===== src/hw/rtl/ist_pkg.sv =====
// ist_pkg: opcodes, status codes, sequencer states and compare flags for the
// interval set tracker. Depends on nothing.
package ist_pkg;

  localparam logic [1:0] OP_ADD    = 2'd0;
  localparam logic [1:0] OP_REMOVE = 2'd1;
  localparam logic [1:0] OP_QUERY  = 2'd2;
  localparam logic [1:0] OP_NONE   = 2'd3;

  localparam logic [1:0] STATUS_OK    = 2'd0;
  localparam logic [1:0] STATUS_FULL  = 2'd1;
  localparam logic [1:0] STATUS_EMPTY = 2'd2;

  typedef enum logic [2:0] {
    S_IDLE,
    S_READ,
    S_EVAL,
    S_SECOND,
    S_TAIL,
    S_COMMIT,
    S_REPORT
  } state_t;

  // entry start/end against the working span edges
  typedef struct packed {
    logic s_lt_l;
    logic s_eq_l;
    logic s_lt_r;
    logic s_eq_r;
    logic e_lt_l;
    logic e_eq_l;
    logic e_lt_r;
    logic e_eq_r;
  } cmp_flags_t;

endpackage


===== src/hw/rtl/interval_set_tracker.sv =====
// interval_set_tracker: top level, sequencer walking the interval table.
// Depends on ist_pkg, ist_cmp and ist_table.
//
// Keeps a sorted set of disjoint half-open intervals. Pulse start while busy
// is low to transfer an opcode and two edges; busy stays high until the
// one-cycle done strobe that carries covered, status and interval_count, which
// must be taken in that cycle. An operation walks every stored entry; an add
// that inserts before an entry or a remove that splits one also passes through
// S_SECOND to write the second entry, and an empty span or unused opcode goes
// straight to S_REPORT. The walk is paced by the single table read port:
// each entry is read, compared against the span and rewritten into the other
// table bank, which becomes live only if the result fits. No clearing pass
// after reset.
module interval_set_tracker #(
  parameter int MAX_INTERVALS = 16,
  parameter int COORD_BITS    = 31
) (
  input  logic                                 clk,
  input  logic                                 rst,
  input  logic                                 start,
  input  logic [1:0]                           opcode,
  input  logic [COORD_BITS-1:0]                left_edge,
  input  logic [COORD_BITS-1:0]                right_edge,
  output logic                                 busy,
  output logic                                 done,
  output logic                                 covered,
  output logic [1:0]                           status,
  output logic [$clog2(MAX_INTERVALS+1)-1:0]   interval_count
);

  import ist_pkg::*;

  localparam int IDX_BITS  = $clog2(MAX_INTERVALS);
  localparam int ADDR_BITS = IDX_BITS + 1;
  localparam int CNT_BITS  = $clog2(MAX_INTERVALS + 1);
  localparam int WCNT_BITS = $clog2(MAX_INTERVALS + 2);
  localparam int DATA_BITS = 2 * COORD_BITS;

  state_t state, state_next;

  logic [1:0]            op;
  logic [COORD_BITS-1:0] cur_l, cur_r;
  logic [CNT_BITS-1:0]   idx, idx_inc;
  logic [CNT_BITS-1:0]   count;
  logic [WCNT_BITS-1:0]  wcnt;
  logic                  bank;
  logic                  placed;
  logic                  hit;
  logic [1:0]            stat;

  logic                  in_empty;
  logic                  last_entry;
  logic                  rd_en, wr_req, wr_en, need_second;
  logic [COORD_BITS-1:0] wr_start, wr_end;
  logic [COORD_BITS-1:0] rd_start, rd_end;
  logic [DATA_BITS-1:0]  rd_data;
  cmp_flags_t            flags;

  logic keep_add, after_add, keep_rem, left_rem, right_rem, span_cover, merge_l, merge_r;

  assign rd_start = rd_data[DATA_BITS-1:COORD_BITS];
  assign rd_end   = rd_data[COORD_BITS-1:0];

  ist_table #(
    .DATA_BITS (DATA_BITS),
    .ADDR_BITS (ADDR_BITS)
  ) u_table (
    .clk     (clk),
    .rd_en   (rd_en),
    .rd_addr ({bank, idx[IDX_BITS-1:0]}),
    .rd_data (rd_data),
    .wr_en   (wr_en),
    .wr_addr ({~bank, wcnt[IDX_BITS-1:0]}),
    .wr_data ({wr_start, wr_end})
  );

  ist_cmp #(
    .COORD_BITS (COORD_BITS)
  ) u_cmp (
    .entry_start (rd_start),
    .entry_end   (rd_end),
    .span_left   (cur_l),
    .span_right  (cur_r),
    .flags       (flags)
  );

  assign in_empty   = !(left_edge < right_edge);
  assign idx_inc    = idx + CNT_BITS'(1);
  assign last_entry = (idx_inc == count);

  assign keep_add   = flags.e_lt_l;
  assign after_add  = !flags.s_lt_r && !flags.s_eq_r;
  assign keep_rem   = flags.e_lt_l || flags.e_eq_l || !flags.s_lt_r;
  assign left_rem   = flags.s_lt_l;
  assign right_rem  = !flags.e_lt_r && !flags.e_eq_r;
  assign span_cover = (flags.s_lt_l || flags.s_eq_l) && !flags.e_lt_r;
  assign merge_l    = flags.s_lt_l;
  assign merge_r    = !flags.e_lt_r && !flags.e_eq_r;

  // next state
  always_comb begin
    state_next = state;
    unique case (state)
      S_IDLE: begin
        if (start) begin
          if (opcode == OP_NONE || in_empty) begin
            state_next = S_REPORT;
          end else if (count == '0) begin
            state_next = S_TAIL;
          end else begin
            state_next = S_READ;
          end
        end
      end
      S_READ: state_next = S_EVAL;
      S_EVAL: begin
        if (need_second) begin
          state_next = S_SECOND;
        end else if (last_entry) begin
          state_next = S_TAIL;
        end else begin
          state_next = S_READ;
        end
      end
      S_SECOND: state_next = last_entry ? S_TAIL : S_READ;
      S_TAIL:   state_next = S_COMMIT;
      S_COMMIT: state_next = S_REPORT;
      S_REPORT: state_next = S_IDLE;
      default:  state_next = S_IDLE;
    endcase
  end

  // outputs and table writes
  always_comb begin
    rd_en       = 1'b0;
    wr_req      = 1'b0;
    wr_start    = cur_l;
    wr_end      = cur_r;
    need_second = 1'b0;
    unique case (state)
      S_READ: rd_en = 1'b1;
      S_EVAL: begin
        unique case (op)
          OP_ADD: begin
            if (keep_add) begin
              wr_req   = 1'b1;
              wr_start = rd_start;
              wr_end   = rd_end;
            end else if (after_add) begin
              wr_req = 1'b1;
              if (placed) begin
                wr_start = rd_start;
                wr_end   = rd_end;
              end else begin
                need_second = 1'b1;
              end
            end
          end
          OP_REMOVE: begin
            if (keep_rem) begin
              wr_req   = 1'b1;
              wr_start = rd_start;
              wr_end   = rd_end;
            end else if (left_rem) begin
              wr_req      = 1'b1;
              wr_start    = rd_start;
              wr_end      = cur_l;
              need_second = right_rem;
            end else if (right_rem) begin
              wr_req   = 1'b1;
              wr_start = cur_r;
              wr_end   = rd_end;
            end
          end
          default: ;
        endcase
      end
      S_SECOND: begin
        wr_req   = 1'b1;
        wr_start = (op == OP_ADD) ? rd_start : cur_r;
        wr_end   = rd_end;
      end
      S_TAIL: wr_req = (op == OP_ADD) && !placed;
      default: ;
    endcase
  end

  assign wr_en          = wr_req && (wcnt < WCNT_BITS'(MAX_INTERVALS));
  assign busy           = (state != S_IDLE);
  assign done           = (state == S_REPORT);
  assign covered        = hit;
  assign status         = stat;
  assign interval_count = count;

  // control state
  always_ff @(posedge clk) begin
    if (rst) begin
      state <= S_IDLE;
      count <= '0;
      bank  <= 1'b0;
    end else begin
      state <= state_next;
      if (state == S_COMMIT && (op == OP_ADD || op == OP_REMOVE) &&
          wcnt <= WCNT_BITS'(MAX_INTERVALS)) begin
        bank  <= ~bank;
        count <= wcnt[CNT_BITS-1:0];
      end
    end
  end

  // working registers
  always_ff @(posedge clk) begin
    if (state == S_IDLE && start) begin
      op     <= opcode;
      cur_l  <= left_edge;
      cur_r  <= right_edge;
      idx    <= '0;
      wcnt   <= '0;
      placed <= 1'b0;
      hit    <= 1'b0;
      stat   <= (opcode != OP_NONE && in_empty) ? STATUS_EMPTY : STATUS_OK;
    end else begin
      if (wr_req) begin
        wcnt <= wcnt + WCNT_BITS'(1);
      end
      if ((state == S_EVAL && !need_second) || state == S_SECOND) begin
        idx <= idx_inc;
      end
      if (state == S_EVAL) begin
        if (op == OP_ADD && !keep_add && !after_add) begin
          if (merge_l) begin
            cur_l <= rd_start;
          end
          if (merge_r) begin
            cur_r <= rd_end;
          end
        end
        if (op == OP_ADD && !keep_add && after_add) begin
          placed <= 1'b1;
        end
        if (op == OP_QUERY && span_cover) begin
          hit <= 1'b1;
        end
      end
      if (state == S_COMMIT && (op == OP_ADD || op == OP_REMOVE) &&
          wcnt > WCNT_BITS'(MAX_INTERVALS)) begin
        stat <= STATUS_FULL;
      end
    end
  end

`ifndef SYNTHESIS
  a_report_frees: assert property (@(posedge clk) disable iff (rst)
    done |=> !busy)
    else $error("block still busy after result");

  a_accept_busy: assert property (@(posedge clk) disable iff (rst)
    (start && !busy) |=> busy)
    else $error("transfer accepted without going busy");

  a_count_range: assert property (@(posedge clk) disable iff (rst)
    done |-> (interval_count <= CNT_BITS'(MAX_INTERVALS)))
    else $error("interval count beyond capacity");

  a_full_keeps: assert property (@(posedge clk) disable iff (rst)
    (done && status == STATUS_FULL) |-> $stable(interval_count))
    else $error("refused operation changed the table");

  a_cover_ok: assert property (@(posedge clk) disable iff (rst)
    (done && status != STATUS_OK) |-> !covered)
    else $error("coverage reported on a refused or empty operation");
`endif

endmodule


===== src/hw/rtl/ist_cmp.sv =====
// ist_cmp: shared compare unit, one stored entry against the working span.
// Depends on ist_pkg for the flag struct.
module ist_cmp #(
  parameter int COORD_BITS = 31
) (
  input  logic [COORD_BITS-1:0] entry_start,
  input  logic [COORD_BITS-1:0] entry_end,
  input  logic [COORD_BITS-1:0] span_left,
  input  logic [COORD_BITS-1:0] span_right,
  output ist_pkg::cmp_flags_t   flags
);

  always_comb begin
    flags.s_lt_l = entry_start < span_left;
    flags.s_eq_l = entry_start == span_left;
    flags.s_lt_r = entry_start < span_right;
    flags.s_eq_r = entry_start == span_right;
    flags.e_lt_l = entry_end < span_left;
    flags.e_eq_l = entry_end == span_left;
    flags.e_lt_r = entry_end < span_right;
    flags.e_eq_r = entry_end == span_right;
  end

endmodule


===== src/hw/rtl/ist_table.sv =====
// ist_table: two-bank interval table, one write and one registered read port.
// Depends on nothing.
module ist_table #(
  parameter int DATA_BITS = 62,
  parameter int ADDR_BITS = 5
) (
  input  logic                 clk,
  input  logic                 rd_en,
  input  logic [ADDR_BITS-1:0] rd_addr,
  output logic [DATA_BITS-1:0] rd_data,
  input  logic                 wr_en,
  input  logic [ADDR_BITS-1:0] wr_addr,
  input  logic [DATA_BITS-1:0] wr_data
);

  logic [DATA_BITS-1:0] mem [2**ADDR_BITS];

  always_ff @(posedge clk) begin
    if (wr_en) begin
      mem[wr_addr] <= wr_data;
    end
    if (rd_en) begin
      rd_data <= mem[rd_addr];
    end
  end

endmodule

===== config.mk =====
export PLATFORM = sky130hd
export DESIGN_NAME = interval_set_tracker
export DESIGN_NICKNAME = d
export VERILOG_FILES = /design/src/hw/rtl/ist_pkg.sv /design/src/hw/rtl/interval_set_tracker.sv /design/src/hw/rtl/ist_cmp.sv /design/src/hw/rtl/ist_table.sv
export SDC_FILE = /design/constraint.sdc
export NUM_CORES = 2
export LEC_CHECK = 0
export ABC_AREA = 1
export ABC_CLOCK_PERIOD_IN_PS = 6410
export BUFFER_PORTS_ARGS = -buffer_cell sky130_fd_sc_hd__buf_2
export CORE_ASPECT_RATIO = 1.1
export CORE_MARGIN = 2
export CORE_UTILIZATION = 50
export CTS_BUF_LIST = sky130_fd_sc_hd__clkbuf_2 sky130_fd_sc_hd__clkbuf_4 sky130_fd_sc_hd__clkbuf_8
export CTS_CLUSTER_DIAMETER = 100
export CTS_CLUSTER_SIZE = 20
export DETAILED_ROUTE_END_ITERATION = 10
export GPL_ROUTABILITY_DRIVEN = 1
export GPL_TIMING_DRIVEN = 1
export PLACE_DENSITY = 0.65
export SETUP_SLACK_MARGIN = 0.05
export SLEW_MARGIN = 20
export SYNTH_ARGS = -nofsm -noshare
export SYNTH_HDL_FRONTEND = slang
export SYNTH_SLANG_ARGS = --single-unit

===== constraint.sdc =====
create_clock -name clk -period 6.41 [get_ports clk]
set_input_delay 0.3205 -clock clk [delete_from_list [all_inputs] [get_ports clk]]
set_output_delay 0.3205 -clock clk [all_outputs]
set_load 0.005 [all_outputs]

# ---- After elaboration in Yosys (flattened, before gate mapping)
# Memories as Yosys holds them, arrays and structs flattened. A register that Yosys moved wholly into a read port is not among the register bits.
# Cells that the tools add are included.
dict set report op_classes {
  order_cmp 8
  muxes 50
  bitwise_logic 1
  n_reduce_logical 42
  n_eq_ne 16
  add_sub_neg 2
}
# cell n
set op_table {}
lappend op_table {{$mux 31} 20}
lappend op_table {{$pmux 31 s2} 4}
lappend op_table {{$lt 31x31->1} 5}
lappend op_table {{$eq 31x31->1} 4}
lappend op_table {{$pmux 3 s6} 1}
lappend op_table {{$logic_and 1x1->1} 15}
lappend op_table {{$mux 3} 5}
lappend op_table {{$mux 1} 14}
lappend op_table {{$add 5x1->5 const B} 2}
lappend op_table {{$eq 3x3->1 const B} 3}
lappend op_table {{$logic_not 1->1} 9}
lappend op_table {{$reduce_bool 2->1} 4}
lappend op_table {{$eq 3x2->1 const B} 2}
lappend op_table {{$logic_or 1x1->1} 6}
lappend op_table {{$mux 2} 3}
lappend op_table {{$reduce_and 2->1} 3}
lappend op_table {{$eq 5x5->1} 1}
lappend op_table {{$gt 5x5->1 const B} 1}
lappend op_table {{$le 5x5->1 const B} 1}
lappend op_table {{$logic_not 5->1} 1}
lappend op_table {{$lt 5x5->1 const B} 1}
lappend op_table {{$eq 2x2->1 const B} 2}
lappend op_table {{$ne 2x2->1 const B} 2}
lappend op_table {{$pmux 1 s2} 2}
lappend op_table {{other kinds (8)} 8}
dict set report word_totals {
  memories 1
  in_bits 67
  ff_bits 87
  wordCells 131
  out_inout_bits 10
  ramBits 1984
}
# memory words word_bits read_ports rd_ports_with_merged_regs write_ports line_no
set mem_list {}
lappend mem_list {u_table.mem 32 62 1 1 1 ist_table.sv:16} ;# logic [DATA_BITS-1:0] mem [2**ADDR_BITS];

# ---- Logic depth before layout (Yosys ltp)
dict set report logic_depth {
  depth_word 11
  ltp_mapped 22
  ltp_nobuf 21
}

# ---- Hierarchy
# Synthesis repeated with hierarchy kept, for this count alone.
dict set report unflattened {
  hier_cells 8628
  area_unflattened_um2 93444.6
}
# mod cells_per_inst n_inst area_per_inst_um2 seq_area_each_um2
set by_module_without_submodules {}
lappend by_module_without_submodules {ist_table 6802 1 81653.3 61438.9}
lappend by_module_without_submodules {interval_set_tracker 1275 1 8469.4 2402.3}
lappend by_module_without_submodules {ist_cmp 551 1 3321.9 0.0}

# ---- Worst setup path after synthesis
# Ideal clock, no wire load.
dict set report synth_path {
  path_type {reg-to-reg}
  start {reg u_table.rd_data[61] (read register of u_table.mem)}
  end {mem u_table.mem[10][0] (enable)}
  stages_incl_launch_ff 17
  required_ns 5.927
  path_buffers 1
  period_less_slack_ns 5.195
  setup_ns 0.483
  path_slack_ns 1.215
  t_arrival_ns 4.712
  cell_sequence {edfxtp_1 > ha_1 > nand2_1 > nor2_1 > nand4_1 > nor2_1 > nand2_1 > nand3_1 > nor2_8 > nand2_2 > nand2_1 > nand2_2 > nand2_4 > nand2_4 > nand2_8 > buf_8 > nor2_1}
}
dict set report synth_via {
  elab_chain_cells 10
  elab_cells_between_ends 16
  cone_classes {order compare (2); eq/ne (1); mux (8); reduce/logical (5)}
}
# item line_no
set synth_lines {}
lappend synth_lines {{start, declared} ist_table.sv:10} ;# output logic [DATA_BITS-1:0] rd_data,
lappend synth_lines {{$lt 31x31->1 / $eq 31x31->1 (equally long branches)} {ist_cmp.sv:16, ist_cmp.sv:17}}
lappend synth_lines {{$logic_not 1->1 (on tied branches)} {interval_set_tracker.sv:92, interval_set_tracker.sv:93}}
lappend synth_lines {{$logic_and 1x1->1} interval_set_tracker.sv:92} ;# assign after_add = !flags.s_lt_r && !flags.s_eq_r;
lappend synth_lines {{$mux 1} interval_set_tracker.sv:149} ;# end else if (after_add) begin
lappend synth_lines {{$mux 1} interval_set_tracker.sv:145} ;# if (keep_add) begin
lappend synth_lines {{$pmux 1 s2 (*)} interval_set_tracker.sv:143} ;# unique case (op)
lappend synth_lines {{$pmux 1 s3 (*)} interval_set_tracker.sv:140} ;# unique case (state)
lappend synth_lines {{$logic_and 1x1->1 (*)} interval_set_tracker.sv:188} ;# assign wr_en = wr_req && (wcnt < WCNT_BITS'(MAX_INTERVALS));
lappend synth_lines {{$mux 1 (*)} ist_table.sv:19} ;# if (wr_en) begin
lappend synth_lines {{$mux 1 (implied by the code) (*)} ist_table.sv:20} ;# mem[wr_addr] <= wr_data;
lappend synth_lines {{end, declared} ist_table.sv:16}
# Every way passes the cells marked *; elsewhere a longest branch is shown, timed or not.

# ---- Final worst setup path
dict set report layout_path {
  start {reg u_table.rd_data[30] (read register of u_table.mem)}
  end {mem u_table.mem[16][12] (data pin)}
}
dict set report layout_via {
  elab_chain_cells 8
  elab_cells_between_ends 15
  cone_classes {order compare (2); eq/ne (2); mux (6); reduce/logical (5)}
}
# item line_no
set layout_lines {}
lappend layout_lines {{$lt 31x31->1 / $eq 31x31->1 (equally long branches)} {ist_cmp.sv:20, ist_cmp.sv:21}}
lappend layout_lines {{$logic_not 1->1} interval_set_tracker.sv:95} ;# assign right_rem = !flags.e_lt_r && !flags.e_eq_r;
lappend layout_lines {{$logic_and 1x1->1} interval_set_tracker.sv:95}
lappend layout_lines {{$mux 31} interval_set_tracker.sv:169} ;# end else if (right_rem) begin
lappend layout_lines {{$mux 31} interval_set_tracker.sv:164} ;# end else if (left_rem) begin
lappend layout_lines {{$mux 31} interval_set_tracker.sv:160} ;# if (keep_rem) begin
lappend layout_lines {{$pmux 31 s2 (*)} interval_set_tracker.sv:143}
lappend layout_lines {{$pmux 31 s2 (*)} interval_set_tracker.sv:140}
lappend layout_lines {{via u_table.wr_data[12]} ist_table.sv:13} ;# input logic [DATA_BITS-1:0] wr_data
# The timed path passes the listed nets; every way through them passes the cells marked *.

==> impl_metrics.csv <==
group,metric,value,unit
pwr,p_sw_share,40.3,%
worst_hold_path,min_path_cells,2,
sta,rsz0062_at_grt,"false",
clock_network,postCtsSetupBuffers,0,
pwr,p_switching,16.3,mW
synth,synthAdderAreaFrac,2.19,%
routing,drc,0,
routing,drt-initial-drc-count,9794,
synth,ys_async_sr_fraction,0,%
pwr,intPower,24.1,mW
synth,synthXorXnorAreaFrac,0.0867,%
die,std_cell_rows,164,
pwr,max-vdd-ir-drop,0.278,mV
sta,worst_hold_slack,0.0855,ns
clock_network,cts_made_buffers,117,
worst_setup_path,crit_chain,"ha_1 > nand2_1 > nor2_1 > nand2_1 > nor3_2 > nand2_1 > nand2_1 > nand2_2 > buf_4 > o21ai_0 > nor2_1 > o22ai_1 > nand2_1 > nand2_1 > nand2_1",
routing,firstDrtPassIters,6,
synth,synth_edf_count,2112,
synth,dominantRegCellSynth,"edfxtp_1",
worst_setup_path,cpMostUsedCell,"nand2_1",
routing,wl_per_cell,28.9,µm
global_routing,grt_max_degree,198,
global_routing,grt_pass1_vias,59400,
sta,tns,0,ns
pwr,p_leak,31.9,nW
synth,ys_seq_area_share,70.2,%
synth,yosysTopAreaCell,"edfxtp_1",
sta,final_hold_viol_count,0,
worst_hold_path,holdPathEnd,"op[0]$_DFFE_PP_",
routing,ant_nets,0,
sta,final.min_clock_period,4.74,ns
synth,synth_compound_area_share,14.5,%
synth,synth.distinct_cells,45,
synth,yosysMostFrequentCell,"edfxtp_1",
die,io_pins,77,
clock_network,cts_htree_levels,3,
worst_setup_path,slowest_stage,"nand2_1",
die,dieArea,185000,µm²
pwr,clkPwrFrac,14.7,%
sta,drv_slew,0,
layout,nNetsFinal,7687,
routing,vias,63800,
worst_setup_path,crit_path_start_kind,"flip-flop",
sta,setup_viol,0,
sta,period_share,74.0,%
worst_setup_path,max_stage_delay,0.60,ns
clock_network,tritoncts,"done",
die,start_util,50.2,%
synth,synth_top_family_by_area,"compound AO/OA/AOI/OAI gates",
routing,wirelength,286000,µm
worst_setup_path,rr_endpoint,"u_table.mem[16][12]$_DFFE_PP_",
outcome,status,"complete, no violations",
synth,ys_warn_count,0,
die,coreArea,181000,µm²
pwr,comb_power_share,37.4,%
worst_setup_path,reg2regPathDepth,15,
layout,syn2layout_area_growth,7.02,%
worst_setup_path,path_delay_family,"simple AND/OR/NAND/NOR gates",
clock_network,cts.clk_slew.worst_paths,0.14,ns
layout,utilization,53.7,%
place,place_hpwl,155000,µm
synth,syn_avg_cell_area,12.1,µm²
layout,drive_gt1_share,6.93,%
global_routing,grt_pass1_wl,410000,µm
run,maxCapViolations,0,
sta,clock_skew,0.0901,ns
sta,fmax,211,MHz
clock_network,cts_resized,0,
worst_hold_path,hold_class,"primary input to flip-flop",
sta,worst_pin_slew,1.23,ns
die,die-width,411,µm
clock_network,clock_path_buffers,3,
global_routing,grt_antenna_before_repair,17,
global_routing,grt.overflow.total,0,
synth,synthMuxAreaShare,0,%
worst_setup_path,path_max_fanout,32,
synth,ys_ff_latch,2133,
pwr,p_per_area,415,nW/µm²
worst_setup_path,regToRegSetupSlack,1.67,ns
synth,synth_cells,7531,
worst_hold_path,hp-start,"opcode[0]",
routing,vias_per_cell,6.45,
clock_network,clkLatencyLatePin,0.98,ns
clock_network,cts_sinks,2133,
synth,yosys-top-cells-count,"edfxtp_1, o21ai_0, nor2_1",
worst_setup_path,worst-setup-path-type,"flip-flop to flip-flop",
place,gp_congestion,0.961,
clock_network,cts_root_buffer,"clkbuf_8",
pwr,power,40.4,mW
die,die_y,451,µm
worst_setup_path,crit_buf_inv,1,
synth,synthSimpleGateAreaFrac,9.59,%
pwr,sequentialPowerShare,47.9,%
place,io_buffer_count,76,
synth,synth_top_cell_area_share,69.7,%
worst_setup_path,required,6.84,ns
sta,relSlewSlack,18.0,%
worst_setup_path,end_kind,"flip-flop",
worst_setup_path,crit_arrival,5.17,ns
synth,synth_area,90900,µm²
synth,synth_nets,7757,
synth,synthTopCellsByArea,"edfxtp_1, o21ai_0, nor2_1",
global_routing,grt_util_all_layers,30.2,%
worst_setup_path,worstReg2RegStart,"u_table.rd_data[30]$_DFFE_PP_",
==> what timing repair did <==
action,4_1_cts,5_1_grt
endpoints found under the setup margin,0,0
endpoints found under the hold margin,82,0
hold buffers,69,0
==> how the worst max path moves through the flow <==
stage / to / cells past startpoint / startpoint / slack [ns]
3_3_place_gp: u_table.mem[25][40]$_DFFE_PP_ / 15 / cur_r[26]$_DFFE_PP_ / 1.80
2_1_floorplan: u_table.mem[10][0]$_DFFE_PP_ / 16 / u_table.rd_data[61]$_DFFE_PP_ / 1.21
4_1_cts: u_table.mem[24][52]$_DFFE_PP_ / 16 / cur_r[26]$_DFFE_PP_ / 1.74
5_1_grt: u_table.mem[16][12]$_DFFE_PP_ / 16 / cur_r[30]$_DFFE_PP_ / 1.38
6_report: u_table.mem[16][12]$_DFFE_PP_ / 15 / u_table.rd_data[30]$_DFFE_PP_ / 1.67
3_5_place_dp: u_table.mem[24][20]$_DFFE_PP_ / 16 / cur_r[30]$_DFFE_PP_ / 1.76
==> area by class of cell <==
class,instances,area (µm²)
diodes,7,17.5
clock buffers,140,1790
clock inverters,9,97.6
fillers,15000,83900
inverters,274,1060
multi-input cells,4589,24300
flip-flops and latches,2133,63900
well taps,2407,3010
repair buffers,346,3180
==> cells in the final DEF, fill, tap and decap left out, types with 118 or more instances in the layout <==
| master | instances |
|---|---|
| edfxtp_1 | 2112 |
| o21ai_0 | 1307 |
| nor2_1 | 1201 |
| nand2_1 | 695 |
| o221ai_1 | 378 |
| inv_1 | 260 |
| nand3_1 | 197 |
| a21oi_1 | 161 |
| ha_1 | 159 |
| o22ai_1 | 153 |
| buf_4 | 152 |
| clkbuf_8 | 118 |
==> power groups by stage <==
| stage | Sequential [mW] | Combinational [mW] | Clock [mW] |
|---|---|---|---|
| floorplan | 19.4 | 8.59 | 0 |
| global placement | 19.6 | 14.4 | 0 |
| detailed placement | 19.7 | 14.6 | 0 |
| CTS | 19.3 | 14.7 | 6.01 |
| global route | 19.4 | 16.2 | 6.45 |
| finish | 19.3 | 15.1 | 5.95 |
==> kinds of logic (layout without fill, tap and decap cells) <==
family                     after synthesis  after routing
AOI/OAI and AO/OA                     2217           2217
buffers and inverters                  809            769
DFF                                   2133           2133
adders and majority gates              159            159
other                                    0              7
xor gates and xnor gates                 9              9
and+or+nand+nor                       2204           2204
==> routing by layer <==
layer  GRT usage [%]  vias to the layer above  share of wire [%]
li1                -                    27700                  -
met3            5.39                      592                 11
met4            11.1                       16                3.7
met1            42.4                    31700                 40
met5               0                        -              0.036
met2            47.2                     3885                 46
==> state kept, by name (all words and copies together), names as in the netlist <==
| signal | count |
|---|---|
| bank | 1 |
| covered | 1 |
| cur_l | 31 |
| cur_r | 31 |
| idx | 5 |
| interval_count | 5 |
| op | 2 |
| placed | 1 |
| state | 3 |
| status | 2 |
| u_table.mem | 1984 |
| u_table.rd_data | 62 |
| wcnt | 5 |
==> per-stage QoR <==
| step | worst slack [ns] | cells | cell area (µm²) |
|---|---|---|---|
| after floorplan | 1.21 | 7531 | 90900 |
| after global routing | 1.38 | 9900 | 97300 |
| after global placement | 1.80 | 9676 | 94600 |
| after detailed placement | 1.76 | 9679 | 94700 |
| after CTS | 1.74 | 9897 | 97200 |
| final | 1.67 | 9905 | 97300 |
(Power assumes the default switching activity.)
